==> config.mk <==
export PLATFORM = sky130hd
export DESIGN_NAME = midi_string_voice_allocator
export DESIGN_NICKNAME = d
export VERILOG_FILES = /design/src/msva_pkg.sv /design/src/msva_string_eval.sv /design/src/midi_string_voice_allocator.sv
export SDC_FILE = /design/constraint.sdc
export NUM_CORES = 2
export LEC_CHECK = 0
export BUFFER_PORTS_ARGS = -buffer_cell sky130_fd_sc_hd__buf_2
export CAP_MARGIN = 0
export CORE_ASPECT_RATIO = 0.8
export CORE_UTILIZATION = 54
export CTS_CLUSTER_DIAMETER = 30
export DETAILED_ROUTE_END_ITERATION = 8
export MAX_ROUTING_LAYER = met4
export PLACE_DENSITY = 0.72
export SLEW_MARGIN = 10
export SYNTH_ARGS = -nofsm -noshare
export SYNTH_HDL_FRONTEND = slang
export SYNTH_SLANG_ARGS = --single-unit
==> constraint.sdc <==
create_clock -name clk -period 25.3 [get_ports clk]
set_input_delay 5.06 -clock clk [delete_from_list [all_inputs] [get_ports clk]]
set_output_delay 5.06 -clock clk [all_outputs]
set_load 0.02 [all_outputs]
==> src/msva_pkg.sv <==
// Shared types and constants of the MIDI string voice allocator.
package msva_pkg;

  localparam logic [7:0] KIND_MASK = 8'hF0;
  localparam logic [7:0] KIND_OFF  = 8'h80;
  localparam logic [7:0] KIND_ON   = 8'h90;
  localparam logic [7:0] KIND_CC   = 8'hB0;

  localparam logic [1:0] ITEM_NOTE_ON  = 2'd0;
  localparam logic [1:0] ITEM_NOTE_OFF = 2'd1;
  localparam logic [1:0] ITEM_STATUS   = 2'd2;

  localparam int PACKED_STRINGS = 8;

  localparam logic [2:0] REG_MODE   = 3'd0;
  localparam logic [2:0] REG_COUNT  = 3'd1;
  localparam logic [2:0] REG_ENABLE = 3'd2;
  localparam logic [2:0] REG_OPEN   = 3'd3;
  localparam logic [2:0] REG_ZLOW   = 3'd4;
  localparam logic [2:0] REG_ZHIGH  = 3'd5;
  localparam logic [2:0] REG_THRESH = 3'd6;
  localparam logic [2:0] REG_SPAN   = 3'd7;

  typedef enum logic [2:0] {
    ST_IDLE,
    ST_OWNER,
    ST_PICK,
    ST_EMIT_ON,
    ST_RELEASE,
    ST_STATUS
  } state_t;

  // Result of the per-string compare unit for one scanned string.
  typedef struct packed {
    logic addressable;
    logic match;
    logic playable;
    logic [7:0] fret;
  } str_eval_t;

endpackage

==> src/msva_string_eval.sv <==
// Compare unit shared by all scan steps: evaluates one string per cycle.
module msva_string_eval (
  input  logic [3:0]  idx,
  input  logic [3:0]  eff_count,
  input  logic        mode,
  input  logic [7:0]  enable_mask,
  input  logic [55:0] open_notes,
  input  logic [55:0] zone_low,
  input  logic [55:0] zone_high,
  input  logic [6:0]  fret_span,
  input  logic [6:0]  note,
  input  logic [3:0]  ch,
  input  logic        owned,
  input  logic [3:0]  own_ch,
  input  logic [6:0]  own_note,
  output msva_pkg::str_eval_t res
);
  import msva_pkg::*;

  logic       in_pack;
  logic [2:0] sel;
  logic [6:0] open_n, lo_n, hi_n;
  logic [7:0] top;
  logic       en;

  always_comb begin
    in_pack = (idx < 4'(PACKED_STRINGS));
    sel     = idx[2:0];
    open_n  = in_pack ? open_notes[7*sel +: 7] : 7'd0;
    lo_n    = in_pack ? zone_low[7*sel +: 7]   : 7'd0;
    hi_n    = in_pack ? zone_high[7*sel +: 7]  : 7'd0;
    en      = in_pack && enable_mask[sel];
    top     = {1'b0, open_n} + {1'b0, fret_span};
    res.addressable = en && (idx < eff_count);
    res.match       = owned && (own_ch == ch) && (own_note == note);
    if (!mode) begin
      res.playable = (note >= open_n) && ({1'b0, note} <= top);
      res.fret     = {1'b0, note} - {1'b0, open_n};
    end else begin
      res.playable = (note >= lo_n) && (note <= hi_n);
      res.fret     = 8'd0;
    end
  end
endmodule

==> src/midi_string_voice_allocator.sv <==
// Top level of the MIDI string voice allocator: registers, state and scan sequencer.
//
// One MIDI event is taken when start is high and busy low; busy then stays high
// while a small sequencer walks the strings one per cycle through a single compare
// unit. After a note-on busy stays high through the owner scan, candidate scan and
// emit; after a note-off or a pedal-up release through one string scan; after other
// events not at all. An end-of-block status item adds the status step to any of
// these. Each result shows up the cycle after the scan step that makes it.
// Results appear on out_* for one cycle each, marked by out_valid, with out_last
// on the final one of an event; the receiver cannot stall them. Up to NUM_STRINGS+1
// results per event. Configuration goes through the APB-style port at byte address
// 8*i; the user must write it only while idle, as the block does not enforce that.
module midi_string_voice_allocator #(
  parameter int NUM_STRINGS        = 8,
  parameter int SUSTAIN_CONTROLLER = 64,
  parameter int MIN_NOTE           = 21,
  parameter int MAX_NOTE           = 108
) (
  input  logic        clk,
  input  logic        rst_n,
  input  logic        start,
  output logic        busy,
  input  logic [7:0]  in_status,
  input  logic [3:0]  in_midi_channel,
  input  logic [6:0]  in_data_one,
  input  logic [6:0]  in_data_two,
  input  logic [30:0] in_sample_offset,
  input  logic        in_end_of_block,
  output logic        out_valid,
  output logic [1:0]  out_item_kind,
  output logic [2:0]  out_string_index,
  output logic [3:0]  out_channel,
  output logic [6:0]  out_note,
  output logic [6:0]  out_velocity,
  output logic [30:0] out_offset,
  output logic        out_sustain_down,
  output logic [31:0] out_out_of_range_count,
  output logic [31:0] out_unassignable_count,
  output logic [31:0] out_lost_note_off_count,
  output logic        out_last,
  input  logic        psel,
  input  logic        penable,
  input  logic        pwrite,
  input  logic [5:0]  paddr,
  input  logic [63:0] pwdata,
  output logic [63:0] prdata,
  output logic        pready
);
  import msva_pkg::*;

  localparam int SW = (NUM_STRINGS > 1) ? $clog2(NUM_STRINGS) : 1;

  // configuration
  logic        mode_r;
  logic [3:0]  count_r;
  logic [7:0]  enable_r;
  logic [55:0] open_r, zlow_r, zhigh_r;
  logic [6:0]  thresh_r, span_r;

  // per-string state
  logic [NUM_STRINGS-1:0] owned_r, held_r;
  logic [3:0]  own_ch_r  [NUM_STRINGS];
  logic [6:0]  own_note_r[NUM_STRINGS];
  logic [6:0]  rel_vel_r [NUM_STRINGS];
  logic [63:0] trig_r    [NUM_STRINGS];
  logic [63:0] trig_cnt_r;
  logic        pedal_r;
  logic [31:0] range_tot_r, unas_tot_r, lost_tot_r;

  // item latch and sequencer
  state_t      state_r, state_nxt;
  logic [SW-1:0] idx_r;
  logic [3:0]  ch_r;
  logic [6:0]  note_r, vel_r;
  logic [30:0] off_r;
  logic        eob_r;
  logic        found_r, found_addr_r;
  logic [SW-1:0] found_idx_r;
  logic        idle_v_r, steal_v_r;
  logic [SW-1:0] idle_s_r, steal_s_r;
  logic [7:0]  idle_fret_r;
  logic [63:0] idle_seq_r, steal_seq_r;

  logic [3:0]  eff_count;
  logic [NUM_STRINGS-1:0] addr_mask;
  str_eval_t   ev;
  logic        last_idx;
  logic        cfg_wr;
  logic [2:0]  cfg_sel;

  always_comb begin
    if (count_r == 4'd0) eff_count = 4'd1;
    else if (32'(count_r) > NUM_STRINGS) eff_count = 4'(NUM_STRINGS);
    else eff_count = count_r;
  end

  // strings that can still be addressed; decides which release is the last one
  always_comb begin
    for (int i = 0; i < NUM_STRINGS; i++)
      addr_mask[i] = (i < PACKED_STRINGS) && (i < int'(eff_count)) && enable_r[3'(i)];
  end

  msva_string_eval u_eval (
    .idx        (4'(idx_r)),
    .eff_count  (eff_count),
    .mode       (mode_r),
    .enable_mask(enable_r),
    .open_notes (open_r),
    .zone_low   (zlow_r),
    .zone_high  (zhigh_r),
    .fret_span  (span_r),
    .note       (note_r),
    .ch         (ch_r),
    .owned      (owned_r[idx_r]),
    .own_ch     (own_ch_r[idx_r]),
    .own_note   (own_note_r[idx_r]),
    .res        (ev)
  );

  assign last_idx = (32'(idx_r) == NUM_STRINGS - 1);
  assign busy     = (state_r != ST_IDLE);
  assign pready   = 1'b1;
  assign cfg_sel  = paddr[5:3];
  assign cfg_wr   = psel && penable && pwrite && pready;

  // APB read mux
  always_comb begin
    prdata = '0;
    unique case (cfg_sel)
      REG_MODE:   prdata = 64'(mode_r);
      REG_COUNT:  prdata = 64'(count_r);
      REG_ENABLE: prdata = 64'(enable_r);
      REG_OPEN:   prdata = 64'(open_r);
      REG_ZLOW:   prdata = 64'(zlow_r);
      REG_ZHIGH:  prdata = 64'(zhigh_r);
      REG_THRESH: prdata = 64'(thresh_r);
      REG_SPAN:   prdata = 64'(span_r);
      default:    prdata = '0;
    endcase
  end

  always_ff @(posedge clk) begin
    if (!rst_n) begin
      mode_r <= 1'b0; count_r <= 4'd6; enable_r <= 8'hFF;
      open_r <= '0; zlow_r <= '0; zhigh_r <= '0;
      thresh_r <= 7'd64; span_r <= 7'd24;
    end else if (cfg_wr && paddr[2:0] == 3'd0) begin
      unique case (cfg_sel)
        REG_MODE:   mode_r   <= pwdata[0];
        REG_COUNT:  count_r  <= pwdata[3:0];
        REG_ENABLE: enable_r <= pwdata[7:0];
        REG_OPEN:   open_r   <= pwdata[55:0];
        REG_ZLOW:   zlow_r   <= pwdata[55:0];
        REG_ZHIGH:  zhigh_r  <= pwdata[55:0];
        REG_THRESH: thresh_r <= pwdata[6:0];
        REG_SPAN:   span_r   <= pwdata[6:0];
        default: ;
      endcase
    end
  end

  // decoded event, used on the accept edge
  logic [7:0] kind_in;
  logic       is_cc_pedal, pedal_new, is_on, is_off, in_range;
  always_comb begin
    kind_in     = in_status & KIND_MASK;
    is_cc_pedal = (kind_in == KIND_CC) && (32'(in_data_one) == SUSTAIN_CONTROLLER);
    pedal_new   = (in_data_two >= thresh_r);
    is_on       = (kind_in == KIND_ON) && (in_data_two != 7'd0);
    is_off      = (kind_in == KIND_OFF) || ((kind_in == KIND_ON) && (in_data_two == 7'd0));
    in_range    = (32'(in_data_one) >= MIN_NOTE) && (32'(in_data_one) <= MAX_NOTE);
  end

  // Sequencer mode latched at accept: 1 owner scan for note-on, 0 note-off
  logic on_mode_r;

  // next state
  always_comb begin
    state_nxt = state_r;
    unique case (state_r)
      ST_IDLE: begin
        if (start) begin
          priority if (is_cc_pedal && pedal_new != pedal_r && !pedal_new) state_nxt = ST_RELEASE;
          else if (is_on && in_range) state_nxt = ST_OWNER;
          else if (is_off) state_nxt = ST_OWNER;
          else if (in_end_of_block) state_nxt = ST_STATUS;
          else state_nxt = ST_IDLE;
        end
      end
      ST_OWNER: begin
        if (last_idx) begin
          if (on_mode_r) state_nxt = ST_PICK;
          else state_nxt = eob_r ? ST_STATUS : ST_IDLE;
        end
      end
      ST_PICK:    if (last_idx) state_nxt = ST_EMIT_ON;
      ST_EMIT_ON: state_nxt = eob_r ? ST_STATUS : ST_IDLE;
      ST_RELEASE: if (last_idx) state_nxt = eob_r ? ST_STATUS : ST_IDLE;
      ST_STATUS:  state_nxt = ST_IDLE;
      default:    state_nxt = ST_IDLE;
    endcase
  end

  // owner found in the scan so far (including the current string)
  logic          own_hit;
  logic [SW-1:0] own_idx;
  logic          own_addr;
  always_comb begin
    own_hit  = found_r || ev.match;
    own_idx  = found_r ? found_idx_r : idx_r;
    own_addr = found_r ? found_addr_r : ev.addressable;
  end

  // candidate choice for the pick scan
  logic cand, take_idle, take_steal;
  always_comb begin
    cand       = ev.addressable && ev.playable;
    take_idle  = cand && !owned_r[idx_r] &&
                 (!idle_v_r || ev.fret < idle_fret_r ||
                  (ev.fret == idle_fret_r && trig_r[idx_r] < idle_seq_r));
    take_steal = cand && owned_r[idx_r] && (!steal_v_r || trig_r[idx_r] < steal_seq_r);
  end

  // outputs and datapath
  logic          emit_v, emit_last;
  logic [1:0]    emit_kind;
  logic [SW-1:0] emit_s;
  logic [3:0]    emit_ch;
  logic [6:0]    emit_note, emit_vel;
  logic          pick_ok;
  logic [SW-1:0] pick_s;
  logic          off_emit;
  always_comb begin
    emit_v = 1'b0; emit_last = 1'b0; emit_kind = ITEM_NOTE_ON;
    emit_s = '0; emit_ch = '0; emit_note = '0; emit_vel = '0;
    pick_ok = found_r && found_addr_r || idle_v_r || steal_v_r;
    pick_s  = (found_r && found_addr_r) ? found_idx_r : (idle_v_r ? idle_s_r : steal_s_r);
    off_emit = !on_mode_r && last_idx && own_hit && own_addr && !pedal_r;
    unique case (state_r)
      ST_OWNER: if (off_emit) begin
        emit_v = 1'b1; emit_kind = ITEM_NOTE_OFF; emit_s = own_idx;
        emit_ch = ch_r; emit_note = note_r; emit_vel = vel_r; emit_last = !eob_r;
      end
      ST_EMIT_ON: if (pick_ok) begin
        emit_v = 1'b1; emit_kind = ITEM_NOTE_ON; emit_s = pick_s;
        emit_ch = ch_r; emit_note = note_r; emit_vel = vel_r; emit_last = !eob_r;
      end
      ST_RELEASE: if (owned_r[idx_r] && held_r[idx_r] && ev.addressable) begin
        // last only when no addressable held string remains further up
        emit_v = 1'b1; emit_kind = ITEM_NOTE_OFF; emit_s = idx_r;
        emit_ch = own_ch_r[idx_r]; emit_note = own_note_r[idx_r];
        emit_vel = rel_vel_r[idx_r];
        emit_last = !eob_r &&
                    ((owned_r & held_r & addr_mask) >> idx_r) == NUM_STRINGS'(1);
      end
      default: ;
    endcase
  end

  always_ff @(posedge clk) begin
    if (!rst_n) begin
      state_r <= ST_IDLE; idx_r <= '0; owned_r <= '0; held_r <= '0;
      trig_cnt_r <= '0; pedal_r <= 1'b0;
      range_tot_r <= '0; unas_tot_r <= '0; lost_tot_r <= '0;
      out_valid <= 1'b0;
      for (int i = 0; i < NUM_STRINGS; i++) begin
        own_ch_r[i] <= '0; own_note_r[i] <= '0; rel_vel_r[i] <= '0; trig_r[i] <= '0;
      end
    end else begin
      state_r   <= state_nxt;
      out_valid <= 1'b0;
      if (state_nxt != state_r) idx_r <= '0;
      else if (state_r != ST_IDLE) idx_r <= idx_r + SW'(1);
      unique case (state_r)
        ST_IDLE: if (start) begin
          ch_r <= in_midi_channel; note_r <= in_data_one; vel_r <= in_data_two;
          off_r <= in_sample_offset; eob_r <= in_end_of_block;
          on_mode_r <= is_on; found_r <= 1'b0;
          idle_v_r <= 1'b0; steal_v_r <= 1'b0;
          if (is_cc_pedal && pedal_new != pedal_r) pedal_r <= pedal_new;
          if (is_on && !in_range) range_tot_r <= range_tot_r + 32'd1;
        end
        ST_OWNER: begin
          if (ev.match && !found_r) begin
            found_r <= 1'b1; found_idx_r <= idx_r; found_addr_r <= ev.addressable;
          end
          if (on_mode_r && ev.match && !found_r && !ev.addressable) begin
            // stale owner of an unaddressable string: drop it now
            if (held_r[idx_r]) lost_tot_r <= lost_tot_r + 32'd1;
            owned_r[idx_r] <= 1'b0; held_r[idx_r] <= 1'b0;
          end
          if (!on_mode_r && last_idx && own_hit) begin
            if (!own_addr) begin
              lost_tot_r <= lost_tot_r + 32'd1;
              owned_r[own_idx] <= 1'b0; held_r[own_idx] <= 1'b0;
            end else if (pedal_r) begin
              held_r[own_idx] <= 1'b1; rel_vel_r[own_idx] <= vel_r;
            end else begin
              rel_vel_r[own_idx] <= vel_r;
              owned_r[own_idx] <= 1'b0; held_r[own_idx] <= 1'b0;
            end
          end
        end
        ST_PICK: begin
          if (take_idle) begin
            idle_v_r <= 1'b1; idle_s_r <= idx_r;
            idle_fret_r <= ev.fret; idle_seq_r <= trig_r[idx_r];
          end
          if (take_steal) begin
            steal_v_r <= 1'b1; steal_s_r <= idx_r; steal_seq_r <= trig_r[idx_r];
          end
        end
        ST_EMIT_ON: begin
          if (pick_ok) begin
            owned_r[pick_s] <= 1'b1; own_ch_r[pick_s] <= ch_r;
            own_note_r[pick_s] <= note_r; held_r[pick_s] <= 1'b0;
            rel_vel_r[pick_s] <= 7'd0; trig_r[pick_s] <= trig_cnt_r + 64'd1;
            trig_cnt_r <= trig_cnt_r + 64'd1;
          end else unas_tot_r <= unas_tot_r + 32'd1;
        end
        ST_RELEASE: begin
          if (owned_r[idx_r] && held_r[idx_r]) begin
            if (!ev.addressable) lost_tot_r <= lost_tot_r + 32'd1;
            owned_r[idx_r] <= 1'b0; held_r[idx_r] <= 1'b0;
          end
        end
        default: ;
      endcase
      if (emit_v) begin
        out_valid <= 1'b1; out_item_kind <= emit_kind;
        out_string_index <= 3'(emit_s); out_channel <= emit_ch;
        out_note <= emit_note; out_velocity <= emit_vel; out_offset <= off_r;
        out_sustain_down <= 1'b0; out_out_of_range_count <= '0;
        out_unassignable_count <= '0; out_lost_note_off_count <= '0;
        out_last <= emit_last;
      end
      if (state_r == ST_STATUS) begin
        out_valid <= 1'b1; out_item_kind <= ITEM_STATUS;
        out_string_index <= '0; out_channel <= '0; out_note <= '0;
        out_velocity <= '0; out_offset <= off_r; out_sustain_down <= pedal_r;
        out_out_of_range_count <= range_tot_r; out_unassignable_count <= unas_tot_r;
        out_lost_note_off_count <= lost_tot_r; out_last <= 1'b1;
      end
    end
  end

`ifndef SYNTH
  a_no_start_when_busy: assert property (@(posedge clk) disable iff (!rst_n)
    (state_r != ST_IDLE) |-> busy) else $error("busy low outside idle");
  a_status_last: assert property (@(posedge clk) disable iff (!rst_n)
    (out_valid && out_item_kind == ITEM_STATUS) |-> out_last)
    else $error("status item not last");
  a_held_owned: assert property (@(posedge clk) disable iff (!rst_n)
    (held_r & ~owned_r) == '0) else $error("held string not owned");
  a_trig_monotonic: assert property (@(posedge clk) disable iff (!rst_n)
    $past(state_r) == ST_EMIT_ON && rst_n && $past(rst_n) |->
    trig_cnt_r >= $past(trig_cnt_r)) else $error("trigger counter went back");
`endif
endmodule
# Word-level counts from Yosys, hierarchy flattened
# Memory sizes are Yosys's and may differ from the RTL's. A register that Yosys moved wholly into a read port is not among the register bits.
# Index checks and enable logic that the tools add are counted.
# totals
ram_bits	656
regBits	731
latchBits	0
mem_bits_ro	0
mem_count	4
wordCells	377
# memory_table
memory	depth	width	read_ports	rd_ports_with_merged_regs	wr	line_no	source
trig_r	8	64	1	1	8	midi_string_voice_allocator.sv:65	logic [63:0] trig_r [NUM_STRINGS];
own_note_r	8	7	1	1	8	midi_string_voice_allocator.sv:63	logic [6:0] own_note_r[NUM_STRINGS];
rel_vel_r	8	7	1	1	8	midi_string_voice_allocator.sv:64	logic [6:0] rel_vel_r [NUM_STRINGS];
own_ch_r	8	4	1	1	8	midi_string_voice_allocator.sv:62	logic [3:0] own_ch_r [NUM_STRINGS];
# classes
add_sub_neg	7
order_cmp	23
n_shift	4
bitwise_logic	15
n_eq_ne	30
reduce_logical	99
muxes	149
multipliers	1
div	0
# ops
op	n
64-bit one-hot mux with 8 select lines	1
32-bit two-way mux	10
56-bit by 7-bit variable part select with 7-bit output	3
64-bit less-than comparator	2
8-bit two-way mux	16
7-bit two-way mux	15
32-bit by 1-bit adder with 32-bit output, second input constant	3
3-bit two-way mux	30
64-bit by 1-bit adder with 64-bit output, second input constant	1
64-bit two-way mux	1
32-bit one-hot mux with 2 select lines	1
64-bit OR reduction	1
31-bit two-way mux	2
8-bit bitwise AND	6
8-bit one-hot mux with 3 select lines	2
1-bit two-way mux	45
1-bit logical AND	42
7-bit one-hot mux with 3 select lines	2
4-bit two-way mux	7
8-bit inverter	3
3-bit AND reduction	8
2-bit AND reduction	11
3-bit equality test, second input constant	7
7-bit >= comparator	3
other kinds (52)	106

# Longest topological paths before layout
# logic_depth
depth_word	15
mapped_depth	27
mapped_depth_nobuf	23

# Hierarchy
# From an unflattened synthesis, not the netlist that was laid out.
# hier_totals
cells_unflattened	5486
area_unflattened_um2	64425.5
# by_module_without_submodules
module	cells_per_inst	seq_area_each_um2	area_each_um2	n_inst
midi_string_voice_allocator	5209	37916.4	61639.1	1
msva_string_eval	277	0.0	2786.4	1

# Worst setup path before layout
# No wires, ideal clock.
# synth_timing
path_type	in2reg
from	in rst_n
to	reg idle_v_r (enable)
t_required_ns	24.975
cell_stages	4
setup_ns	0.325
n_path_buf	0
path_slack_ns	11.461
arrival_time_ns	13.514
path_cell_list	clkinv_1 > or3_1 > nor4_1 > or2_2
# synth_via
elab_chain_cells	1
# synth_lines
element	line_no	source
start, declared	midi_string_voice_allocator.sv:20	input logic rst_n,
4-bit AND reduction (no line)	--	
end signal, assigned	midi_string_voice_allocator.sv:279	idle_v_r <= 1'b0; steal_v_r <= 1'b0;
end signal, assigned	midi_string_voice_allocator.sv:306	idle_v_r <= 1'b1; idle_s_r <= idx_r;
end, declared	midi_string_voice_allocator.sv:79	logic idle_v_r, steal_v_r;
# No other way between the ends.
# A chain may end at the register's enable or synchronous reset.

# Final worst setup path
# layout_timing
from	in paddr[3]
to	out prdata[40]
# layout_via
elab_chain_cells	2
elab_cells_between_ends	9
cone_classes	7 x eq/ne; 1 x mux; 1 x reduce/logical
# layout_lines
element	line_no	source
start, declared	midi_string_voice_allocator.sv:44	input logic [5:0] paddr,
3-bit equality test, or another cell as far along	midi_string_voice_allocator.sv:129	unique case (cfg_sel)
64-bit one-hot mux with 8 select lines *	midi_string_voice_allocator.sv:129	
end, declared	midi_string_voice_allocator.sv:46	output logic [63:0] prdata,
# Mark *: on every way between the ends. The rest lies on a longest branch, timed or not. The select of a mux whose other input is x is not followed.

==> metrics.yaml <==
status: "finished, final reports clean"
pin_count: 353
vias: 46000
ys.flop_type: "edfxtp_1"
endpoint_kind: "output pin"
worst_pin_slew_ps: 1210
crit_buf_inv: 3
grt_pass1_wl_um: 268000
final_common_cell: "edfxtp_1"
timing.critical_path.mode_cell: "buf_4"
wl_met2_um: 81600
crit_fanout: 49
num_rows: 112
die_area_mm2: 0.120
synth.avg_cell_area_um2: 11.6
drt_iter0_markers: 4862
grt_use_total_pct: 30.1
antenna_found_initial: 16
clock-skew-final_ps: 64.3
cts_setup_buffers: 0
path_clk_slew_ps: 60
critPathArrivalTime_ps: 7070
setup_violations: 0
route.met3.wl_um: 17800
place_congestion: 0.917
clockBufferDepth: 3
ctsResizeCount: 0
synth.cell_area_mm2: 0.0640
viasPerCell: 6.08
path_class: "in -> out"
cp.required_ps: 20240
powerDensity_mw_per_mm2: 79.2
syn_inst: 5499
slew_violations: 0
final_cell_mix: "edfxtp_1, nor2_1, nand2_1, dfxtp_1, buf_2"
place_area_mm2: 0.0672
die_width_um: 387
path_cells: "buf_4 > buf_4 > mux2i_1 > o21ai_0 > buf_2"
avgRoutedWirePerCell_um: 23.5
cellLeakagePower_nw: 27.4
wl_met1_um: 72900
cap_violations: 0
routed_wl_um: 177000
ctsHoldBuffers: 0
grt_pass1_vias: 45200
area_growth_pct: 17.3
n_fill_cell: 8801
htreeDepth: 4
coreArea_mm2: 0.117
initial_core_util_pct: 54.7
cts_made_buffers: 229
vdd.ir_drop.worst_mv: 0.0634
layout_min_cycle_time_ps: 12130
final_area_mm2: 0.0751
cts.sinks: 1390
drcViolationCount: 0
hold_path_class: "reg -> reg"
layout-drive-gt1-share_pct: 18.2
die_y_um: 310
ys_seq_area_share_pct: 59.2
fin_crit_sh_pct: 48.0
clk_latency_ps: 870
final_nets: 6119
route.antenna.remaining_nets: 0
multi_input_area_mm2: 0.0244
maxSlewHeadroom_pct: 18.3
critical-path-top-delay-family: "buffers and inverters"
synth_warnings: 0
cpMaxStageDelayCell: "buf_4"
maxUsedRoutingLayer: "met4"
overflow: 0
port_buffers: 331
fin_tns_setup_ps: 0
yosys.cell_types.count: 83
slowest_delay_ps: 760
synth_seq_cells: 1390
cts-root-buf: "clkbuf_16"
rsz0062_at_grt: "false"
cts_tree: "built"
grt_max_degree: 111
firstDrtPassIters: 6
cp-start-kind: "input pin"
synth-async-reset-ratio_pct: 0
clock.fmax_mhz: 82.4
seq_area_mm2: 0.0379
dp_hpwl_um: 103000
hold_viol: 0
synth-edff-count: 1008
[worst register-to-register path: cells and delay by family (launching register included)]
family / cells / cell delay (ps)
AO/OA/AOI/OAI: 9 / 2480
XOR/XNOR: 1 / 130
adder cells (fa/ha/maj): 3 / 1070
buffers and inverters: 3 / 1320
flip-flops: 1 / 300
AND/OR/NAND/NOR: 9 / 1770
[cells by family after synthesis]
group           Yosys count  share of synthesized area [%]
compound gates          762                           7.45
xor+xnor                163                           2.23
fa+ha+maj               186                           3.66
buf+inv                 528                           3.22
flops                  1390                           59.2
mux                     383                           9.10
other cells               2                         0.0117
simple gates           2085                           15.1
[final timing paths]
check / startpoint / endpoint / slack (ps) / cells past startpoint
max: paddr[3] / prdata[40] / 13170 / 5
min: off_r[13] / out_offset[13] / 420 / 0
max reg2reg: idx_r[2] / idle_seq_r[48] / 17740 / 25
min reg2reg: off_r[13] / out_offset[13] / 420 / 0
[state kept, by name, summed over array words and instances (netlist names), 56 cells and up, named ones only]
register and count:
trig_r 512, open_r 56, trig_cnt_r 64, idle_seq_r 64, own_note_r 56, zlow_r 56, zhigh_r 56, rel_vel_r 56
steal_seq_r 64
[layout make-up]
cell class / instances / area share [%]
Clock inverter: 170 / 2.62
Sequential cell: 1390 / 50.5
Antenna cell: 15 / 0.0500
Timing Repair Buffer: 410 / 3.02
Multi-Input combinational cell: 3588 / 32.5
Clock buffer: 269 / 7.91
Tap cell: 1539 / 2.56
Inverter: 180 / 0.909
[per-layer routing]
layer / GRT usage [%] / vias to the layer above
met3: 6.78 / 337
met5: - / -
met2: 45.6 / 2392
met1: 39.9 / 22700
met4: 10.8 / 0
li1: - / 20600
[power by group]
| part | switching (W) | total, W | leakage, nW | internal, W |
|---|---|---|---|---|
| Combinational | 0.000196 | 0.000308 | 10.7 | 0.000112 |
| Sequential | 0.0000239 | 0.00251 | 13.0 | 0.00249 |
| Clock | 0.00120 | 0.00313 | 3.75 | 0.00194 |
[per-stage QoR]
| stage | setup slack (ps) | utilization (%) | total power, W | std cells | hold slack, ps |
|---|---|---|---|---|---|
| 2_1_floorplan | 11460 | - | 0.00276 | 5506 | 400 |
| 3_3_place_gp | 13150 | 57.4 | 0.00285 | 7107 | 400 |
| 3_5_place_dp | 13220 | 57.4 | 0.00286 | 7107 | 405 |
| 4_1_cts | 13210 | 64.1 | 0.00597 | 7546 | 415 |
| 5_1_grt | 13150 | 64.1 | 0.00610 | 7561 | 423 |
| 6_report | 13170 | 64.1 | 0.00595 | 7561 | 418 |
[Yosys cell counts, types with 7 or more instances]
master | count | area (um2)
edfxtp_1 | 1008 | 30300
nor2_1 | 740 | 2780
nand2_1 | 621 | 2330
dfxtp_1 | 382 | 7650
a21oi_1 | 275 | 1380
clkbuf_1 | 269 | 1010
ha_1 | 184 | 2300
and3_1 | 182 | 1140
inv_1 | 176 | 661
mux2i_1 | 160 | 1600
o21ai_0 | 159 | 796
mux4_2 | 151 | 3400
a22oi_1 | 103 | 773
and2_1 | 103 | 644
nand3_1 | 97 | 485
xor2_1 | 96 | 841
nand4_1 | 79 | 494
mux2_2 | 71 | 800
xnor2_1 | 67 | 587
buf_1 | 56 | 210
a21o_1 | 55 | 413
nor3_1 | 52 | 260
nand2b_1 | 44 | 275
or3_1 | 36 | 225
and4_1 | 34 | 298
nor2b_1 | 21 | 131
o21a_1 | 20 | 150
a211oi_1 | 17 | 128
o211ai_1 | 17 | 128
o2bb2ai_1 | 15 | 131
nor4_1 | 14 | 87.6
buf_4 | 13 | 97.6
a22o_1 | 11 | 96.3
nor4_2 | 11 | 138
o41ai_1 | 10 | 87.6
or2_2 | 10 | 62.6
nand3b_1 | 9 | 67.6
or4_1 | 9 | 67.6
a31oi_1 | 8 | 50.1
o221ai_1 | 8 | 70.1
o311ai_0 | 8 | 70.1
buf_2 | 7 | 35.0
No activity file was read; power rests on OpenSTA's default activity.
